$ cat src/rtl/core/b2da_pkg.sv
// shared types, constants and the double-dabble step for the decimal digit core
package b2da_pkg;

    // widths of the beat fields
    localparam int VALUE_W = 32;
    localparam int CHAR_W  = 6;

    // digit buffer depth and decimal digits a full-width value can need
    localparam int MAX_DIGITS = 10;
    localparam int BCD_DIGITS = 10;
    localparam int BUF_DIGITS = (MAX_DIGITS < BCD_DIGITS) ? MAX_DIGITS : BCD_DIGITS;
    localparam int IDX_W      = (BUF_DIGITS > 1) ? $clog2(BUF_DIGITS) : 1;
    localparam int TOP_W      = $clog2(BCD_DIGITS);

    // shift-add-3 pipeline shape
    localparam int STEPS_PER_STAGE = 4;
    localparam int NUM_STAGES      = VALUE_W / STEPS_PER_STAGE;

    localparam logic [CHAR_W-1:0] ASCII_ZERO = CHAR_W'(48);

    typedef logic [3:0]                  t_digit;
    typedef t_digit [BCD_DIGITS-1:0]     t_bcd;
    typedef t_digit [BUF_DIGITS-1:0]     t_buf;
    typedef logic [VALUE_W-1:0]          t_value;
    typedef logic [IDX_W-1:0]            t_idx;

    // working word of the conversion: bcd on top, remaining binary below
    typedef struct packed {
        t_bcd   bcd;
        t_value bin;
    } t_dab;

    // converted beat leaving the pipeline
    typedef struct packed {
        logic valid;
        t_bcd bcd;
    } t_conv;

    // one pipeline stage worth of double-dabble steps
    function automatic t_dab dabble_steps(input t_dab d);
        t_dab r;
        r = d;
        for (int s = 0; s < STEPS_PER_STAGE; s++) begin
            for (int j = 0; j < BCD_DIGITS; j++) begin
                if (r.bcd[j] >= 4'd5) begin
                    r.bcd[j] = r.bcd[j] + 4'd3;
                end
            end
            {r.bcd, r.bin} = {r.bcd, r.bin} << 1;
        end
        return r;
    endfunction

endpackage

$ cat src/rtl/core/binary_to_decimal_ascii_digits_core.sv
// binary to decimal ascii digit core: top level with digit count and emitter
// the start beat passes 8 bcd stages, one count stage, then the emitter, which
// may hold the count stage while a number is emitting; digits follow one per cycle
// numbers overlap in the pipeline; the emitter takes the next one on the last digit
// reset: synchronous active-low reset empties all stages; results cannot stall
module binary_to_decimal_ascii_digits_core import b2da_pkg::*; (
    input  logic              i_clk,
    input  logic              i_rst_n,
    input  logic              start,
    input  logic [VALUE_W-1:0] i_value,
    output logic              busy,
    output logic              o_strobe,
    output logic [CHAR_W-1:0] o_digit_char,
    output logic              o_last
);

    t_conv conv;
    logic  dab_ready;
    logic  cen;
    logic  em_ready;

    logic  r_cv;
    t_buf  r_cdig;
    t_idx  r_cn;
    t_idx  n_cn;
    logic [TOP_W-1:0] top;

    logic  r_ev;
    logic  n_ev;
    t_buf  r_edig;
    t_idx  r_eidx;
    t_idx  n_eidx;

    // emitter takes a new number when idle or on its last digit
    assign em_ready = !r_ev || (r_eidx == '0);
    assign cen      = !r_cv || em_ready;
    assign busy     = !dab_ready;

    b2da_dabble u_dabble (
        .i_clk   (i_clk),
        .i_rst_n (i_rst_n),
        .i_load  (start && dab_ready),
        .i_value (i_value),
        .i_ready (cen),
        .o_ready (dab_ready),
        .o_conv  (conv)
    );

    // position of the leading non-zero digit, clipped to the buffer
    always_comb begin
        top = '0;
        for (int i = 0; i < BCD_DIGITS; i++) begin
            if (conv.bcd[i] != '0) begin
                top = TOP_W'(i);
            end
        end
        if (top > TOP_W'(BUF_DIGITS - 1)) begin
            n_cn = IDX_W'(BUF_DIGITS - 1);
        end else begin
            n_cn = IDX_W'(top);
        end
    end

    // count stage
    always_ff @(posedge i_clk) begin
        if (!i_rst_n) begin
            r_cv <= 1'b0;
        end else if (cen) begin
            r_cv <= conv.valid;
        end
    end

    always_ff @(posedge i_clk) begin
        if (cen) begin
            r_cdig <= conv.bcd[BUF_DIGITS-1:0];
            r_cn   <= n_cn;
        end
    end

    // emitter next state: load a number or step down one digit
    always_comb begin
        n_ev   = r_ev;
        n_eidx = r_eidx;
        if (em_ready && r_cv) begin
            n_ev   = 1'b1;
            n_eidx = r_cn;
        end else if (r_ev) begin
            if (r_eidx == '0) begin
                n_ev = 1'b0;
            end else begin
                n_eidx = r_eidx - 1'b1;
            end
        end
    end

    always_ff @(posedge i_clk) begin
        if (!i_rst_n) begin
            r_ev <= 1'b0;
        end else begin
            r_ev <= n_ev;
        end
    end

    always_ff @(posedge i_clk) begin
        r_eidx <= n_eidx;
        if (em_ready && r_cv) begin
            r_edig <= r_cdig;
        end
    end

    // result beat
    assign o_strobe     = r_ev;
    assign o_digit_char = ASCII_ZERO + {2'b00, r_edig[r_eidx]};
    assign o_last       = r_ev && (r_eidx == '0);

`ifndef ASSERT_OFF
    // a number's digits come out without gaps
    a_no_gap: assert property (@(posedge i_clk) disable iff (!i_rst_n)
        o_strobe && !o_last |=> o_strobe)
        else $error("digit stream broke before the last digit");

    // every emitted code is a decimal digit
    a_digit_range: assert property (@(posedge i_clk) disable iff (!i_rst_n)
        o_strobe |-> (o_digit_char >= ASCII_ZERO) &&
                     (o_digit_char <= ASCII_ZERO + CHAR_W'(9)))
        else $error("emitted code is not a decimal digit");

    // a full pipe behind a busy emitter must refuse new numbers
    a_backpressure: assert property (@(posedge i_clk) disable iff (!i_rst_n)
        r_ev && (r_eidx != '0) && r_cv && conv.valid |-> busy)
        else $error("start taken while the pipe was full");

    // a waiting count stage is handed to the emitter as soon as it frees up
    a_handover: assert property (@(posedge i_clk) disable iff (!i_rst_n)
        r_cv && o_last |=> o_strobe)
        else $error("waiting number not handed to the emitter");
`endif

endmodule

$ cat src/rtl/core/b2da_dabble.sv
// pipelined binary to bcd conversion, a few shift-add-3 steps per stage
module b2da_dabble import b2da_pkg::*; (
    input  logic   i_clk,
    input  logic   i_rst_n,
    input  logic   i_load,
    input  t_value i_value,
    input  logic   i_ready,
    output logic   o_ready,
    output t_conv  o_conv
);

    logic r_valid [NUM_STAGES];
    t_dab r_dab   [NUM_STAGES];
    t_dab n_dab   [NUM_STAGES];
    logic en;

    // whole pipe moves when its last stage is empty or being drained
    assign en      = !r_valid[NUM_STAGES-1] || i_ready;
    assign o_ready = en;

    // next contents of every stage
    always_comb begin
        n_dab[0] = dabble_steps('{bcd: '0, bin: i_value});
        for (int s = 1; s < NUM_STAGES; s++) begin
            n_dab[s] = dabble_steps(r_dab[s-1]);
        end
    end

    // valid bits travel with the data
    always_ff @(posedge i_clk) begin
        if (!i_rst_n) begin
            for (int s = 0; s < NUM_STAGES; s++) begin
                r_valid[s] <= 1'b0;
            end
        end else if (en) begin
            r_valid[0] <= i_load;
            for (int s = 1; s < NUM_STAGES; s++) begin
                r_valid[s] <= r_valid[s-1];
            end
        end
    end

    // stage payload
    always_ff @(posedge i_clk) begin
        if (en) begin
            for (int s = 0; s < NUM_STAGES; s++) begin
                r_dab[s] <= n_dab[s];
            end
        end
    end

    assign o_conv.valid = r_valid[NUM_STAGES-1];
    assign o_conv.bcd   = r_dab[NUM_STAGES-1].bcd;

endmodule

$ cat config.mk
export PLATFORM = sky130hd
export DESIGN_NAME = binary_to_decimal_ascii_digits_core
export DESIGN_NICKNAME = d
export VERILOG_FILES = /design/src/rtl/core/b2da_pkg.sv /design/src/rtl/core/binary_to_decimal_ascii_digits_core.sv /design/src/rtl/core/b2da_dabble.sv
export SDC_FILE = /design/constraint.sdc
export NUM_CORES = 1
export LEC_CHECK = 0
export ABC_CLOCK_PERIOD_IN_PS = 15900
export BUFFER_PORTS_ARGS = -buffer_cell sky130_fd_sc_hd__clkbuf_2
export CAP_MARGIN = 20
export CORE_UTILIZATION = 40
export DETAILED_ROUTE_END_ITERATION = 16
export REMOVE_ABC_BUFFERS = 1
export SLEW_MARGIN = 20
export SYNTH_ARGS = -nofsm -noshare
export SYNTH_HDL_FRONTEND = slang
export SYNTH_SLANG_ARGS = --single-unit
$ cat constraint.sdc
create_clock -name i_clk -period 15.9 [get_ports i_clk]
set_input_delay 2.385 -clock i_clk [delete_from_list [all_inputs] [get_ports i_clk]]
set_output_delay 2.385 -clock i_clk [all_outputs]
set_load 0.01 [all_outputs]
==> results of run 1 <==
==> path summary, 6_finish.rpt <==
| path | cells after the start | startpoint | end | slack [ps] |
|---|---|---|---|---|
| max | 6 | r_eidx[0] | busy | 10040 |
| min | 0 | r_cdig[27] | r_edig[27] | 410 |
| max reg2reg | 12 | u_dabble.r_dab[0][96] | u_dabble.r_dab[0][171] | 11970 |
| min reg2reg | 0 | r_cdig[27] | r_edig[27] | 410 |
==> routing by layer <==
layer / vias to the layer above / wire [um] / share of wire / GRT usage
met5: - / 0 / 0 / 0
li1: 11500 / - / - / -
met4: 0 / 1200 / 0.023 / 0.0504
met3: 101 / 1800 / 0.034 / 0.0207
met1: 10500 / 23400 / 0.44 / 0.162
met2: 373 / 26400 / 0.50 / 0.256
==> flip-flops by register name (all words and copies together) (netlist names) <==
name and cells:
r_eidx 4, u_dabble.r_valid 8, r_cdig 40, o_strobe 1, r_edig 40, r_cn 4
r_cv 1, u_dabble.r_dab 297
==> through the flow <==
| stage | cell area [sq um] | utilization |
|---|---|---|
| floorplan | 28600 | - |
| global placement | 30000 | 0.420 |
| detailed placement | 30000 | 0.420 |
| CTS | 31600 | 0.443 |
| global route | 31600 | 0.443 |
| finish | 31600 | 0.443 |
==> cells by family after synthesis <==
group	share of synthesized area
multiplexers	0.0602
AND/OR/NAND/NOR	0.135
adder cells (fa/ha/maj)	0.0640
AO/OA/AOI/OAI	0.245
XOR/XNOR	0.0484
other	0.000130
buffers and inverters	0.0372
flip-flops	0.410
==> cells in the final DEF (no fill, tap or decap), types with 28 or more instances in the layout <==
cell / count
nand3_1: 45
a21o_1: 41
ha_1: 147
xnor2_1: 110
o21a_1: 40
nor2b_1: 34
clkbuf_16: 48
a31oi_1: 77
inv_1: 197
clkbuf_2: 41
mux2_2: 55
xor2_1: 38
o22ai_1: 33
nor3b_1: 43
nor3_1: 49
a21oi_1: 285
a211oi_1: 50
o21ai_1: 28
nand2_1: 188
o21ai_0: 280
edfxtp_1: 392
nor2_1: 239
mux2i_1: 88
nand2b_1: 71
==> critical path, cell delays in order (launching register included) <==
cell      delay, ps
edfxtp_1        830
inv_1           100
ha_1            260
a21boi_0        570
nand3_4         660
inv_1           300
clkbuf_2        170
==> final cells by class <==
| class | count | area (sq um) | share of cell area |
|---|---|---|---|
| clock buffer | 55 | 1250 | 0.0394 |
| clock inverter | 32 | 355 | 0.0112 |
| inverter | 200 | 751 | 0.0237 |
| multi-input combinational | 2358 | 16000 | 0.506 |
| sequential | 395 | 11800 | 0.374 |
| tap | 950 | 1190 | 0.0376 |
| timing repair buffer | 46 | 259 | 0.00819 |
==> results.py, run 1 <==
metrics = {
    "run_status": {
        "status": "completed",
    },
    "synthesis": {
        "synth_area_sq_um": 28900,
        "yosys.cell_types.count": 109,
        "netlist.area_leader.share": 0.408,
        "synth_ff_type": "edfxtp_1",
        "seq_area_frac_synth": 0.410,
        "avgSynthCellArea_sq_um": 9.53,
        "yosys.area.top_type": "edfxtp_1",
        "synth_edf_count": 392,
        "yosysMostFrequentCell": "edfxtp_1",
        "netlist_instances": 3031,
        "ys_seq_elements": 395,
        "async_flop_share": 0,
        "synth_common_cells": "392 x edfxtp_1, 285 x a21oi_1, 280 x o21ai_0",
        "yosysWarnings": 0,
        "yosys-top-cells-area": "edfxtp_1 41%, ha_1 6.4%, a21oi_1 4.9%, o21ai_0 4.9%, xnor2_1 3.4%",
    },
    "clock_network": {
        "post_cts_buffers": 0,
        "clock_latency_ps": 580,
        "clk_pin_slew_worst_paths_ps": 60,
        "cts_htree_levels": 2,
        "ctsLongestPathBuffers": 3,
        "cts_resized": 0,
        "cts.sinks": 395,
        "cts_made_buffers": 47,
        "root_buffer": "clkbuf_16",
        "cts_tree": "yes",
        "ctsHoldBuffers": 0,
    },
    "timing": {
        "fmax_ghz": 0.171,
        "slew_headroom": 0.308,
        "max_slew.worst_pin.slew_ps": 1030,
        "fin_hold_ws_ps": 413,
        "slew_violations": 0,
        "setup_ws_ps": 10040,
        "skew_ps": 12.6,
        "period_minus_slack_ps": 5860,
        "hold_violations": 0,
        "finalCritPeriodShare": 0.369,
        "grt_setup_unrepaired": "false",
        "setup_violations": 0,
        "tns_ps": 0,
    },
    "layout": {
        "final_layout_size_suffix_gt1_frac": 0.0920,
        "instances_no_fill": 4036,
        "area_delta_synth_final_pct": 9.53,
        "fin_nets": 3230,
        "antenna_cells": 0,
        "fillers": 6660,
    },
    "route": {
        "routed_via_density": 5.57,
        "vias": 22500,
        "wl_per_cell_um": 13.1,
        "drt_iter0_drc": 1232,
        "drc": 0,
        "drtAntennaViolNets": 0,
        "firstDrtPassIters": 5,
        "drt-total-wl_mm": 52.8,
    },
    "setup_path": {
        "worstPathArrival_ps": 3480,
        "critPathKind": "flip-flop to output port",
        "path_max_fanout": 43,
        "end_kind": "output port",
        "critical_path_required_ps": 13520,
        "crit_path_start_kind": "flip-flop",
    },
    "placement": {
        "io_buffers": 41,
        "hpwl_mm": 37.2,
        "place_inst": 3949,
        "gp_congestion": 0.798,
        "post-place-ws_ps": 10580,
    },
    "grt": {
        "grt_pass1_vias": 21100,
        "grt_usage": 0.139,
        "antenna_found_initial": 0,
        "grt-ovfl-total": 0,
        "grt_max_degree": 185,
        "grt_pass1_wl_mm": 90.5,
    },
    "floorplan": {
        "fp.dieH_um": 271,
        "num_io_pins": 44,
        "initial_utilization": 0.404,
        "die_x_um": 271,
        "row_count": 98,
        "dieArea_sq_um": 73300,
        "core_area_sq_um": 71500,
    },
    "min_path": {
        "hold_path_class": "flip-flop to flip-flop",
    },
    "run": {
        "max_cap_viol_count": 0,
    },
}
Power of run 1 is not shown: default switching activity piles up to over one toggle a cycle in this logic, so the estimate is an artifact.
==> run 2: changes to the inputs <==
- ABC_AREA: default -> 1
- ABC_CLOCK_PERIOD_IN_PS: 15900 -> 6050
- clock period: 15.9 -> 6.05 ns (I/O delays scaled with it)
==> results.py, run 2 <==
metrics = {
    "clock_network": {
        "clk_pin_slew_worst_paths_ps": 60,
        "cts_resized": 0,
        "cts_htree_levels": 2,
        "cts_made_buffers": 47,
        "ctsHoldBuffers": 0,
        "cts_tree": "yes",
        "post_cts_buffers": 0,
        "ctsLongestPathBuffers": 3,
        "cts.sinks": 395,
        "root_buffer": "clkbuf_16",
        "clock_latency_ps": 580,
    },
    "setup_path": {
        "crit_path_max_incr_delay_ps": 800,
        "end_kind": "output port",
        "path_max_fanout": 22,
        "critPathKind": "flip-flop to output port",
        "worstPathCellList": "inv_1 -> ha_1 -> nand3_1 -> nand2_1 -> nor2_1 -> inv_1 -> nor2_1 -> clkbuf_2",
        "crit_family": "flip-flops",
        "worstPathArrival_ps": 3210,
        "path_buf_inv": 3,
        "crit_path_start_kind": "flip-flop",
        "cp_slowest_cell": "edfxtp_1",
        "critical_path_required_ps": 5140,
    },
    "synthesis": {
        "seq_area_frac_synth": 0.428,
        "synth_common_cells": "1231 x nand2_1, 587 x inv_1, 392 x edfxtp_1",
        "synth_edf_count": 392,
        "ys_seq_elements": 395,
        "synth_ff_type": "edfxtp_1",
        "avgSynthCellArea_sq_um": 7.89,
        "netlist_instances": 3504,
        "yosys-top-cells-area": "edfxtp_1 43%, nand2_1 17%, inv_1 8.0%, ha_1 6.7%, nand3_1 5.7%",
        "yosys.area.top_type": "edfxtp_1",
        "yosysMostFrequentCell": "nand2_1",
        "yosysWarnings": 0,
        "async_flop_share": 0,
        "synth_area_sq_um": 27600,
        "yosys.cell_types.count": 46,
        "netlist.area_leader.share": 0.426,
    },
    "layout": {
        "final_layout_size_suffix_gt1_frac": 0.108,
        "reg.largest.list": "u_dabble.r_dab (297), r_cdig (40), r_edig (40)",
        "instances_no_fill": 4515,
        "largest_register": "u_dabble.r_dab",
        "final_cell_mix": "1231 x nand2_1, 586 x inv_1, 392 x edfxtp_1",
        "largest_reg_flops": 297,
        "fin_nets": 3776,
        "layout_commonest_cell": "nand2_1",
        "antenna_cells": 0,
        "area_delta_synth_final_pct": 10.8,
    },
    "timing": {
        "fin_hold_ws_ps": 414,
        "setup_violations": 0,
        "hold_violations": 0,
        "max_slew.worst_pin.slew_ps": 736,
        "finalCritPeriodShare": 0.680,
        "tns_ps": 0,
        "period_minus_slack_ps": 4120,
        "slew_headroom": 0.510,
        "slew_violations": 0,
        "grt_setup_unrepaired": "false",
        "skew_ps": 14.5,
        "fmax_ghz": 0.243,
    },
    "grt": {
        "grt_pass1_wl_mm": 79.0,
        "grt_max_degree": 102,
        "grt-ovfl-total": 0,
        "grt_pass1_vias": 19200,
        "grt_usage": 0.129,
        "antenna_found_initial": 0,
    },
    "placement": {
        "gp_congestion": 0.796,
        "io_buffers": 41,
        "place_inst": 4427,
        "hpwl_mm": 33.1,
    },
    "floorplan": {
        "num_io_pins": 44,
        "initial_utilization": 0.404,
        "die_x_um": 265,
        "row_count": 96,
        "dieArea_sq_um": 70100,
        "fp.dieH_um": 265,
        "core_area_sq_um": 68500,
    },
    "route": {
        "firstDrtPassIters": 5,
        "drt_iter0_drc": 755,
        "routed_via_density": 4.65,
        "drt-total-wl_mm": 43.9,
        "drtAntennaViolNets": 0,
        "vias": 21000,
        "drc": 0,
        "wl_per_cell_um": 9.73,
    },
    "min_path": {
        "hold_path_class": "flip-flop to flip-flop",
    },
    "run": {
        "max_cap_viol_count": 0,
    },
    "run_status": {
        "status": "completed",
    },
}
-- run 2: cell count changes after synthesis, sizes merged, moves of 65 or more --
cell    change
mux2i      -88
nand2    +1180
o21ai     -147
inv       +394
nand4     +112
xnor2      -96
nand3     +345
nor2      -154
a21oi     -267
nand2b     -73
a31oi      -78
clkbuf     -65
-- run 2: cell type report --
type                            instances  area [sq um]
Multi-Input combinational cell       2509         13600
Sequential cell                       395         11800
Fill cell                            6665         37800
Timing Repair Buffer                   48           283
Clock buffer                           58          1260
Inverter                              593          2230
Clock inverter                         30           354
Tap cell                              882          1100
-- run 2: cells by family (layout without fill, tap and decap cells) --
kind of cell / after synthesis / after routing / share of synthesized area
AO/OA/AOI/OAI: 266 / 266 / 0.0589
XOR/XNOR: 87 / 87 / 0.0297
adder cells (fa/ha/maj): 147 / 147 / 0.0666
buffers and inverters: 601 / 729 / 0.0819
flip-flops: 395 / 395 / 0.428
multiplexers: 2 / 2 / 0.000724
other: 1 / 2 / 0.000136
AND/OR/NAND/NOR: 2005 / 2005 / 0.334
-- run 2: worst register-to-register path: cells and delay by family, from the launching register on --
family / cells / cell delay [ps]
adders and majority gates: 1 / 370
buffers and inverters: 4 / 1260
and+or+nand+nor: 4 / 750
DFF: 1 / 800
-- run 2: worst paths after layout --
check / endpoint / cells after the start / slack [ps] / from
worst max-delay path: busy / 8 / 1930 / r_eidx[0]
worst min-delay path: u_dabble.r_dab[1][21] / 0 / 410 / u_dabble.r_dab[0][221]
worst max register to register: u_dabble.r_dab[0][177] / 9 / 2560 / r_eidx[0]
worst min register to register: u_dabble.r_dab[1][21] / 0 / 410 / u_dabble.r_dab[0][221]
-- run 2: metal layers --
layer	track usage	wire length, um
met1	0.150	20400
met2	0.241	21600
met3	0.0197	1100
met4	0.0359	871
met5	0	0
-- run 2: stage by stage --
stage / area (sq um) / setup WS (ps) / util
2_1_floorplan: 27600 / -3640 / -
3_3_place_gp: 29000 / 2600 / 0.424
3_5_place_dp: 29000 / 2510 / 0.424
4_1_cts: 30600 / 1910 / 0.447
5_1_grt: 30600 / 1610 / 0.447
6_report: 30600 / 1930 / 0.447
Power of run 2 is left out for the same reason.
